--- src/design/fpq_pkg.sv ---
// ----------------------------------------------------------------------------
// fpq_pkg: shared types and constants of the frame presentation queue
// Holds the stored descriptor layout, action codes and register defaults.
// ----------------------------------------------------------------------------
package fpq_pkg;

  localparam int TIME_W = 48;
  localparam int EXT_W  = 50;
  localparam int MFT_W  = 17;
  localparam logic [MFT_W-1:0] MFT_RESET = 17'd375;

  localparam logic [2:0] ACT_PUSH        = 3'd0;
  localparam logic [2:0] ACT_TAKE_NEWEST = 3'd1;
  localparam logic [2:0] ACT_TAKE_BEST   = 3'd2;
  localparam logic [2:0] ACT_HAS_GEN     = 3'd3;
  localparam logic [2:0] ACT_HAS_KEY     = 3'd4;
  localparam logic [2:0] ACT_FLUSH       = 3'd5;

  typedef struct packed {
    logic [31:0]              key;
    logic [31:0]              gen;
    logic signed [TIME_W-1:0] tm;
    logic [31:0]              seq;
    logic [15:0]              handle;
    logic                     fallback;
    logic                     native;
  } entry_t;

endpackage

--- src/design/frame_presentation_queue_core.sv ---
// ----------------------------------------------------------------------------
// frame_presentation_queue_core: queue of decoded-frame descriptors
// Insertion-ordered table in one RAM, scanned and compacted by a sequencer.
// ----------------------------------------------------------------------------
//
//  channel  | ports                       | handshake
//  ---------+-----------------------------+------------------------------------
//  input    | in_*                        | taken when start high and busy low
//  result   | out_*                       | out_valid one cycle, cannot stall
//  config   | psel/penable/pwrite/paddr.. | APB, pready tied high
//
//  Sequence: a push or query scans the N live entries, one RAM read a cycle,
//  then wraps up; push adds a write. A full push or a successful best-frame
//  pop adds a compaction pass; the newest-frame pop reads one entry; flush
//  ends in the accept cycle. Reset clears the count, not the RAM. The
//  registered strobe lets the next item start in the result cycle; the
//  receiver cannot stall, so nothing ever waits on it.
// ----------------------------------------------------------------------------
module frame_presentation_queue_core #(
  parameter int QUEUE_DEPTH = 8
) (
  input  logic                                     clk,
  input  logic                                     rst_n,
  input  logic                                     start,
  output logic                                     busy,
  input  logic [2:0]                               in_action,
  input  logic [31:0]                              in_frame_key,
  input  logic [31:0]                              in_generation,
  input  logic signed [47:0]                       in_frame_time,
  input  logic                                     in_native_buffer,
  input  logic                                     in_cpu_fallback,
  input  logic [31:0]                              in_sequence_req,
  input  logic [15:0]                              in_handle,
  input  logic signed [47:0]                       in_target_time,
  input  logic [31:0]                              in_frame_duration,
  output logic                                     out_valid,
  output logic                                     out_success,
  output logic [15:0]                              out_handle,
  output logic signed [47:0]                       out_time,
  output logic [31:0]                              out_key,
  output logic [31:0]                              out_generation,
  output logic [31:0]                              out_sequence,
  output logic                                     out_native,
  output logic                                     out_fallback,
  output logic [$clog2(QUEUE_DEPTH+1)-1:0]         out_occupancy,
  input  logic                                     psel,
  input  logic                                     penable,
  input  logic                                     pwrite,
  input  logic [1:0]                               paddr,
  input  logic [31:0]                              pwdata,
  output logic [31:0]                              prdata,
  output logic                                     pready
);

  localparam int AW = (QUEUE_DEPTH > 1) ? $clog2(QUEUE_DEPTH) : 1;
  localparam int CW = $clog2(QUEUE_DEPTH + 1);
  localparam int EW = $bits(fpq_pkg::entry_t);

  typedef enum logic [1:0] {S_IDLE, S_SCAN, S_WRITE} state_t;
  typedef enum logic [1:0] {M_FIND, M_PURGE, M_REMOVE} mode_t;

  state_t state_r;
  mode_t  mode_r;

  logic [CW-1:0]               cnt_r, rp_r, wp_r, end_r;
  logic                        rv_r;
  logic [AW-1:0]               ra_r, rm_r, wr_addr_r;
  logic [2:0]                  act_r;
  fpq_pkg::entry_t             item_r, last_r, sel_r, b1e_r, b2e_r, oent_r;
  logic signed [fpq_pkg::EXT_W-1:0] target_r, cutoff_r, limit_r, b1v_r, b2d_r;
  logic [31:0]                 fd_r, b1s_r, b2s_r;
  logic [fpq_pkg::MFT_W-1:0]   mft_r;
  logic                        kfound_r, ofound_r, gfound_r, any_r, b1f_r, b2f_r;
  logic [AW-1:0]               kidx_r, oidx_r, b1i_r, b2i_r;
  logic [1:0]                  kflags_r;
  logic                        ov_r, osucc_r;

  // RAM ports
  logic                        ram_we, ram_re;
  logic [AW-1:0]               ram_waddr, ram_raddr;
  fpq_pkg::entry_t             ram_wdata, ram_rdata;

  // Setup arithmetic for the best-frame pop
  logic [31:0]                 fd_c;
  logic signed [fpq_pkg::EXT_W-1:0] tgt_c, cutoff_c, limit_c;

  // Per-entry evaluation
  fpq_pkg::entry_t             e;
  logic signed [fpq_pkg::EXT_W-1:0] t_e, d_e;
  logic                        gen_eq, stale, keep_purge, keep_rm;
  logic                        cand1, beat1, cand2, beat2, rep;

  assign fd_c     = (in_frame_duration > {15'd0, mft_r}) ? in_frame_duration
                                                         : {15'd0, mft_r};
  assign tgt_c    = {{2{in_target_time[47]}}, in_target_time};
  assign cutoff_c = tgt_c - $signed({17'd0, fd_c, 1'b0});
  assign limit_c  = tgt_c + $signed({19'd0, fd_c[31:1]});

  assign e          = ram_rdata;
  assign t_e        = {{2{e.tm[47]}}, e.tm};
  assign d_e        = t_e - target_r;
  assign gen_eq     = (e.gen == item_r.gen);
  assign stale      = (e.gen < item_r.gen) || (gen_eq && (t_e < cutoff_r));
  assign keep_purge = !stale;
  assign keep_rm    = (ra_r != rm_r);
  assign cand1      = gen_eq && (t_e <= limit_r);
  assign beat1      = !b1f_r || (t_e > b1v_r) || ((t_e == b1v_r) && (e.seq > b1s_r));
  assign cand2      = gen_eq && !d_e[fpq_pkg::EXT_W-1] &&
                      (d_e <= $signed({18'd0, fd_r}));
  assign beat2      = !b2f_r || (d_e < b2d_r) || ((d_e == b2d_r) && (e.seq > b2s_r));

  // Replace a duplicate only when the new frame improves on it
  always_comb begin
    if (item_r.native != kflags_r[0]) begin
      rep = item_r.native;
    end else if (item_r.fallback != kflags_r[1]) begin
      rep = !item_r.fallback;
    end else begin
      rep = 1'b0;
    end
  end

  assign ram_re    = (state_r == S_SCAN) && (rp_r < end_r);
  assign ram_raddr = rp_r[AW-1:0];
  assign ram_we    = (state_r == S_WRITE) ||
                     ((state_r == S_SCAN) && rv_r &&
                      (((mode_r == M_PURGE) && keep_purge) ||
                       ((mode_r == M_REMOVE) && keep_rm)));
  assign ram_waddr = (state_r == S_WRITE) ? wr_addr_r : wp_r[AW-1:0];
  assign ram_wdata = (state_r == S_WRITE) ? item_r : e;

  fpq_ram #(
    .WIDTH (EW),
    .DEPTH (QUEUE_DEPTH)
  ) u_ram (
    .clk   (clk),
    .we    (ram_we),
    .waddr (ram_waddr),
    .wdata (ram_wdata),
    .re    (ram_re),
    .raddr (ram_raddr),
    .rdata (ram_rdata)
  );

  always_ff @(posedge clk) begin
    if (!rst_n) begin
      state_r  <= S_IDLE;
      mode_r   <= M_FIND;
      cnt_r    <= '0;
      rv_r     <= 1'b0;
      ov_r     <= 1'b0;
      mft_r    <= fpq_pkg::MFT_RESET;
    end else begin
      ov_r <= 1'b0;
      if (psel && penable && pwrite) begin
        mft_r <= pwdata[fpq_pkg::MFT_W-1:0];
      end
      unique case (state_r)
        S_IDLE: begin
          if (start) begin
            item_r   <= '{key: in_frame_key, gen: in_generation, tm: in_frame_time,
                          seq: in_sequence_req, handle: in_handle,
                          fallback: in_cpu_fallback, native: in_native_buffer};
            act_r    <= in_action;
            target_r <= tgt_c;
            fd_r     <= fd_c;
            cutoff_r <= cutoff_c;
            limit_r  <= limit_c;
            kfound_r <= 1'b0;
            ofound_r <= 1'b0;
            gfound_r <= 1'b0;
            any_r    <= 1'b0;
            b1f_r    <= 1'b0;
            b2f_r    <= 1'b0;
            mode_r   <= M_FIND;
            rp_r     <= '0;
            wp_r     <= '0;
            end_r    <= cnt_r;
            rv_r     <= 1'b0;
            case (in_action) inside
              fpq_pkg::ACT_PUSH, fpq_pkg::ACT_HAS_GEN, fpq_pkg::ACT_HAS_KEY: begin
                state_r <= S_SCAN;
              end
              fpq_pkg::ACT_TAKE_NEWEST: begin
                // read only the newest entry
                rp_r    <= (cnt_r == '0) ? '0 : cnt_r - CW'(1);
                state_r <= S_SCAN;
              end
              fpq_pkg::ACT_TAKE_BEST: begin
                mode_r  <= M_PURGE;
                state_r <= S_SCAN;
              end
              fpq_pkg::ACT_FLUSH: begin
                cnt_r   <= '0;
                ov_r    <= 1'b1;
                osucc_r <= 1'b1;
                oent_r  <= '0;
              end
              default: begin
                ov_r    <= 1'b1;
                osucc_r <= 1'b0;
                oent_r  <= '0;
              end
            endcase
          end
        end

        S_SCAN: begin
          if (ram_re) begin
            rp_r <= rp_r + CW'(1);
          end
          rv_r <= ram_re;
          ra_r <= rp_r[AW-1:0];
          if (rv_r) begin
            case (mode_r)
              M_FIND: begin
                any_r  <= 1'b1;
                last_r <= e;
                if ((e.key == item_r.key) && !kfound_r) begin
                  kfound_r <= 1'b1;
                  kidx_r   <= ra_r;
                  kflags_r <= {e.fallback, e.native};
                end
                if ((e.gen < item_r.gen) && !ofound_r) begin
                  ofound_r <= 1'b1;
                  oidx_r   <= ra_r;
                end
                if (gen_eq) begin
                  gfound_r <= 1'b1;
                end
              end
              M_PURGE: begin
                if (keep_purge) begin
                  wp_r <= wp_r + CW'(1);
                  if (cand1 && beat1) begin
                    b1f_r <= 1'b1;
                    b1i_r <= wp_r[AW-1:0];
                    b1v_r <= t_e;
                    b1s_r <= e.seq;
                    b1e_r <= e;
                  end
                  if (cand2 && beat2) begin
                    b2f_r <= 1'b1;
                    b2i_r <= wp_r[AW-1:0];
                    b2d_r <= d_e;
                    b2s_r <= e.seq;
                    b2e_r <= e;
                  end
                end
              end
              default: begin
                if (keep_rm) begin
                  wp_r <= wp_r + CW'(1);
                end
              end
            endcase
          end else if (!ram_re) begin
            // scan finished: decide what follows
            case (mode_r)
              M_FIND: begin
                case (act_r)
                  fpq_pkg::ACT_PUSH: begin
                    if ((item_r.key != '0) && kfound_r) begin
                      if (rep) begin
                        wr_addr_r <= kidx_r;
                        state_r   <= S_WRITE;
                      end else begin
                        ov_r    <= 1'b1;
                        osucc_r <= 1'b0;
                        oent_r  <= '0;
                        state_r <= S_IDLE;
                      end
                    end else if (cnt_r == CW'(QUEUE_DEPTH)) begin
                      // evict first older generation, else the oldest
                      rm_r   <= ofound_r ? oidx_r : '0;
                      rp_r   <= ofound_r ? CW'(oidx_r) : '0;
                      wp_r   <= ofound_r ? CW'(oidx_r) : '0;
                      mode_r <= M_REMOVE;
                    end else begin
                      wr_addr_r <= cnt_r[AW-1:0];
                      cnt_r     <= cnt_r + CW'(1);
                      state_r   <= S_WRITE;
                    end
                  end
                  fpq_pkg::ACT_TAKE_NEWEST: begin
                    ov_r    <= 1'b1;
                    osucc_r <= any_r;
                    oent_r  <= any_r ? last_r : '0;
                    cnt_r   <= '0;
                    state_r <= S_IDLE;
                  end
                  fpq_pkg::ACT_HAS_GEN: begin
                    ov_r    <= 1'b1;
                    osucc_r <= gfound_r;
                    oent_r  <= '0;
                    state_r <= S_IDLE;
                  end
                  default: begin
                    ov_r    <= 1'b1;
                    osucc_r <= kfound_r && (item_r.key != '0);
                    oent_r  <= '0;
                    state_r <= S_IDLE;
                  end
                endcase
              end
              M_PURGE: begin
                cnt_r <= wp_r;
                if (b1f_r || b2f_r) begin
                  sel_r  <= b1f_r ? b1e_r : b2e_r;
                  rm_r   <= b1f_r ? b1i_r : b2i_r;
                  rp_r   <= CW'(b1f_r ? b1i_r : b2i_r);
                  wp_r   <= CW'(b1f_r ? b1i_r : b2i_r);
                  end_r  <= wp_r;
                  mode_r <= M_REMOVE;
                end else begin
                  ov_r    <= 1'b1;
                  osucc_r <= 1'b0;
                  oent_r  <= '0;
                  state_r <= S_IDLE;
                end
              end
              default: begin
                if (act_r == fpq_pkg::ACT_PUSH) begin
                  // room made: append the new frame
                  wr_addr_r <= wp_r[AW-1:0];
                  cnt_r     <= wp_r + CW'(1);
                  state_r   <= S_WRITE;
                end else begin
                  cnt_r   <= wp_r;
                  ov_r    <= 1'b1;
                  osucc_r <= 1'b1;
                  oent_r  <= sel_r;
                  state_r <= S_IDLE;
                end
              end
            endcase
          end
        end

        S_WRITE: begin
          ov_r    <= 1'b1;
          osucc_r <= 1'b1;
          oent_r  <= '0;
          state_r <= S_IDLE;
        end

        default: begin
          state_r <= S_IDLE;
        end
      endcase
    end
  end

  assign busy           = (state_r != S_IDLE);
  assign out_valid      = ov_r;
  assign out_success    = osucc_r;
  assign out_handle     = oent_r.handle;
  assign out_time       = oent_r.tm;
  assign out_key        = oent_r.key;
  assign out_generation = oent_r.gen;
  assign out_sequence   = oent_r.seq;
  assign out_native     = oent_r.native;
  assign out_fallback   = oent_r.fallback;
  assign out_occupancy  = cnt_r;
  assign prdata         = {15'd0, mft_r};
  assign pready         = 1'b1;

`ifndef SYNTH
  a_cnt_bound: assert property (@(posedge clk) disable iff (!rst_n)
    cnt_r <= CW'(QUEUE_DEPTH))
    else $error("entry count above depth");

  a_valid_after_item: assert property (@(posedge clk) disable iff (!rst_n)
    out_valid |-> $past(busy || start))
    else $error("result without an item");

  a_no_idle_write: assert property (@(posedge clk) disable iff (!rst_n)
    ram_we |-> (state_r != S_IDLE))
    else $error("table write while idle");
`endif

endmodule

--- src/design/fpq_ram.sv ---
// ----------------------------------------------------------------------------
// fpq_ram: generic single-clock RAM
// One write port, one read port, read data registered.
// ----------------------------------------------------------------------------
module fpq_ram #(
  parameter int WIDTH = 8,
  parameter int DEPTH = 8
) (
  input  logic                                  clk,
  input  logic                                  we,
  input  logic [(DEPTH > 1 ? $clog2(DEPTH) : 1)-1:0] waddr,
  input  logic [WIDTH-1:0]                      wdata,
  input  logic                                  re,
  input  logic [(DEPTH > 1 ? $clog2(DEPTH) : 1)-1:0] raddr,
  output logic [WIDTH-1:0]                      rdata
);

  logic [WIDTH-1:0] mem [DEPTH];

  always_ff @(posedge clk) begin
    if (we) begin
      mem[waddr] <= wdata;
    end
    if (re) begin
      rdata <= mem[raddr];
    end
  end

endmodule

--- config.mk ---
export PLATFORM = sky130hd
export DESIGN_NAME = frame_presentation_queue_core
export DESIGN_NICKNAME = d
export VERILOG_FILES = /design/src/design/fpq_pkg.sv /design/src/design/frame_presentation_queue_core.sv /design/src/design/fpq_ram.sv
export SDC_FILE = /design/constraint.sdc
export NUM_CORES = 2
export LEC_CHECK = 0
export ABC_AREA = 1
export BUFFER_PORTS_ARGS = -buffer_cell sky130_fd_sc_hd__buf_2
export CELL_PAD_IN_SITES_DETAIL_PLACEMENT = 1
export CELL_PAD_IN_SITES_GLOBAL_PLACEMENT = 2
export CORE_MARGIN = 1
export CORE_UTILIZATION = 48
export CTS_BUF_LIST = sky130_fd_sc_hd__clkbuf_4 sky130_fd_sc_hd__clkbuf_8
export CTS_CLUSTER_SIZE = 14
export DETAILED_ROUTE_END_ITERATION = 8
export HOLD_SLACK_MARGIN = 0.08
export PLACE_DENSITY = 0.9
export SYNTH_ARGS = -nofsm -noshare
export SYNTH_HDL_FRONTEND = slang
export SYNTH_SLANG_ARGS = --single-unit
--- constraint.sdc ---
create_clock -name clk -period 36.6 [get_ports clk]
set_input_delay 5.49 -clock clk [delete_from_list [all_inputs] [get_ports clk]]
set_output_delay 5.49 -clock clk [all_outputs]
set_load 0.01 [all_outputs]
==> metrics.cfg <==
[routing]
drtIter0Drc=7413
drt-pass1-iter-count=6
drc=0
postRouteAntennaNets=0
wl_um=361000
vias=80174
wl_per_cell_um=26.2
vias_per_cell=5.81

[worst_setup_path]
worst-setup-path-type=input pin to flop
r2r-start=u_ram.rdata[50]
crit_slowest_cell=nand2_1
reg2reg_slack_ns=27.66
path_delay_family=compound AO/OA/AOI/OAI gates
crit_fanout=18
timing.rr.end=b2d_r[9]
end_kind=flop
cpMostUsedCell=nand2_1
cp.arrival_ns=11.04
cp.buffers_inverters=3
cp.required_ns=37.38
max_stage_delay_ns=0.58
critPathLaunchType=input pin
r2r_cells=30
crit_start=in_frame_duration[3]

[synthesis]
ys_seq_elements=2728
synth_common_cells=edfxtp_1 (2701), nor2_1 (1595), nand2_1 (1241)
netlist.area_leader.share_pct=69.4
seq_area_frac_synth_pct=69.9
yosysTopAreaCell=edfxtp_1
syn_inst=9599
synth-edff-count=2701
synth_cell_types=63
synth_most_common_cell=edfxtp_1
async_flop_share_pct=0
syn_area_per_cell_um2=12.2
ys.flop_type=edfxtp_1
yosysWarningCount=0
synth_area_um2=117000
yosys-top-cells-area=edfxtp_1 (69%), nor2_1 (5.1%), ha_1 (4.9%), nand2_1 (4.0%), o21ai_0 (4.0%)

[global_routing]
grt_overflow=0
grt_pass1_vias=84400
grt.total_usage_pct=29.1
grt_pass1_wl_um=530000
antenna_found_initial=19
grt_max_degree=216

[floorplan]
placementRows=180
initial_core_util_pct=48.5
die_area_um2=245000
die_h_um=495
core-area_um2=241000
die_width_um=495
ioPinCount=487

[final_layout]
area_growth_pct=12.7
layoutNonFillerInstCount=13795
layout-drive-gt1-share_pct=12.9
nets=10983
fillers=24799

[power]
irDropWorstVdd_uv=46.1
finalPower_uw=8120
powerDensity_nw_per_um2=61.7
p_leak_uw=0.0485

[worst_hold_path]
min_from=b2e_r[0]
hold_depth=2
hold_path.class=flop to flop
min_to=sel_r[0]

[job]
cap_violations=0

[placed_design]
place_hpwl_um=226000
dp_cells=12961
port_buffers=453
routabilityCongestion=0.931

[timing]
rsz0062_at_grt=false
hold_ws_ns=0.441
finalMaxSlewViolations=0
fmax_mhz=97.5
period_share_pct=28.0
min_period_ns=10.26
tightest_slew_ns=1.22
relSlewSlack_pct=18.7
hold_viol_final=0
finalSetupTns_ns=0
fin_skew_ns=0.118
setup_viol=0

[cts]
post_cts_buffers=0
root_buffer=clkbuf_8
worst_skew_pair.late_latency_ns=1.14
clkTransAtPathRegs_ns=0.07
numCtsBuffers=459
hold_buffers=0
cts_tree=yes
cts_resized=0
htreeDepth=5
cts.sinks=2728
clk_path_buf_depth=4

[outcome]
outcome=finished, final reports clean

==> area by class of cell <==
cell class                 instances  area [um2]  area share (%)
multi-input combinational       5745       31000            23.6
inverter                         718        2750            2.08
clock buffer                     603        7440            5.65
tap                             3185        3990            3.03
timing repair buffer             585        3350            2.54
antenna                           13        32.5          0.0247
clock inverter                   218        1450            1.10
sequential                      2728       81700            62.0
==> placed cells by master, fill, tap and decap left out, types with 26 or more instances in the layout <==
| master | synthesis | routed |
|---|---|---|
| inv_1 | 708 | 705 |
| a21oi_1 | 304 | 304 |
| xnor2_1 | 56 | 56 |
| edfxtp_1 | 2701 | 2701 |
| buf_4 | 16 | 125 |
| o22ai_1 | 171 | 171 |
| a22oi_1 | 162 | 162 |
| buf_2 | 9 | 453 |
| nor3_1 | 63 | 62 |
| o21ai_0 | 926 | 926 |
| nand3_1 | 121 | 121 |
| nor2_1 | 1595 | 1582 |
| nand2_1 | 1241 | 1241 |
| a31oi_1 | 189 | 189 |
| nand4_1 | 63 | 63 |
| clkbuf_8 | 0 | 465 |
| clkinv_1 | 4 | 143 |
| clkbuf_4 | 0 | 138 |
| xor2_1 | 99 | 99 |
| dfxtp_1 | 27 | 26 |
| ha_1 | 458 | 457 |
| nor4_1 | 37 | 36 |
| clkinv_2 | 0 | 50 |
==> state kept, by name (all words and copies together), names as in the netlist, 48 cells and up <==
name         flops
u_ram.rdata    162
limit_r         49
out_time        48
sel_r          162
u_ram.mem     1296
target_r        48
item_r         162
b2d_r           49
last_r         162
b1v_r           48
b1e_r           82
b2e_r          130
cutoff_r        48
==> tightest hold or removal path, delay by kind of cell, from the launching register on <==
kind	cells	cell delay (ns)
and+or+nand+nor	2	0.10
DFF	1	0.33
==> through the flow <==
step / cell area, um2 / setup slack [ns] / util (%)
final: 132000 / 26.34 / 54.6
after global routing: 132000 / 25.95 / 54.6
after CTS: 132000 / 26.43 / 54.6
after detailed placement: 123000 / 25.29 / 50.9
after global placement: 123000 / 25.36 / 50.9
after floorplan: 117000 / 14.45 / -
==> cell families (layout without fill, tap and decap cells) <==
| kind of cell | Yosys count | count (layout) | share of synthesized area [%] |
|---|---|---|---|
| simple gates | 3178 | 3178 | 10.8 |
| mux | 1 | 1 | 0.00856 |
| fa+ha+maj | 461 | 461 | 4.95 |
| compound gates | 1934 | 1934 | 9.51 |
| flops | 2728 | 2728 | 69.9 |
| other cells | 2 | 29 | 0.00643 |
| xor+xnor | 155 | 155 | 1.16 |
| buf+inv | 1140 | 2124 | 3.72 |
==> metal layers <==
metal,track usage (%),vias up,share of wire [%]
met4,11.2,0,3.5
met5,0,-,0
met1,38.8,40757,42
met2,48.5,3152,49
li1,-,35617,-
met3,3.70,648,6.4
==> how the worst max path moves through the flow <==
stage / endpoint / slack (ns) / cells past startpoint
after floorplan: out_fallback / 14.45 / 3
after global placement: limit_r[40] / 25.36 / 27
after detailed placement: limit_r[40] / 25.29 / 27
after CTS: limit_r[40] / 26.43 / 27
after global routing: cutoff_r[43] / 25.95 / 25
final: limit_r[44] / 26.34 / 27
==> power by group <==
part           leakage, uW  switching [uW]  total, uW  internal [uW]
Combinational       0.0191            1150       1600            443
Sequential          0.0247             113       3840           3720
Clock              0.00470            1230       2690           1460
Power figures use the tool's default switching activity.
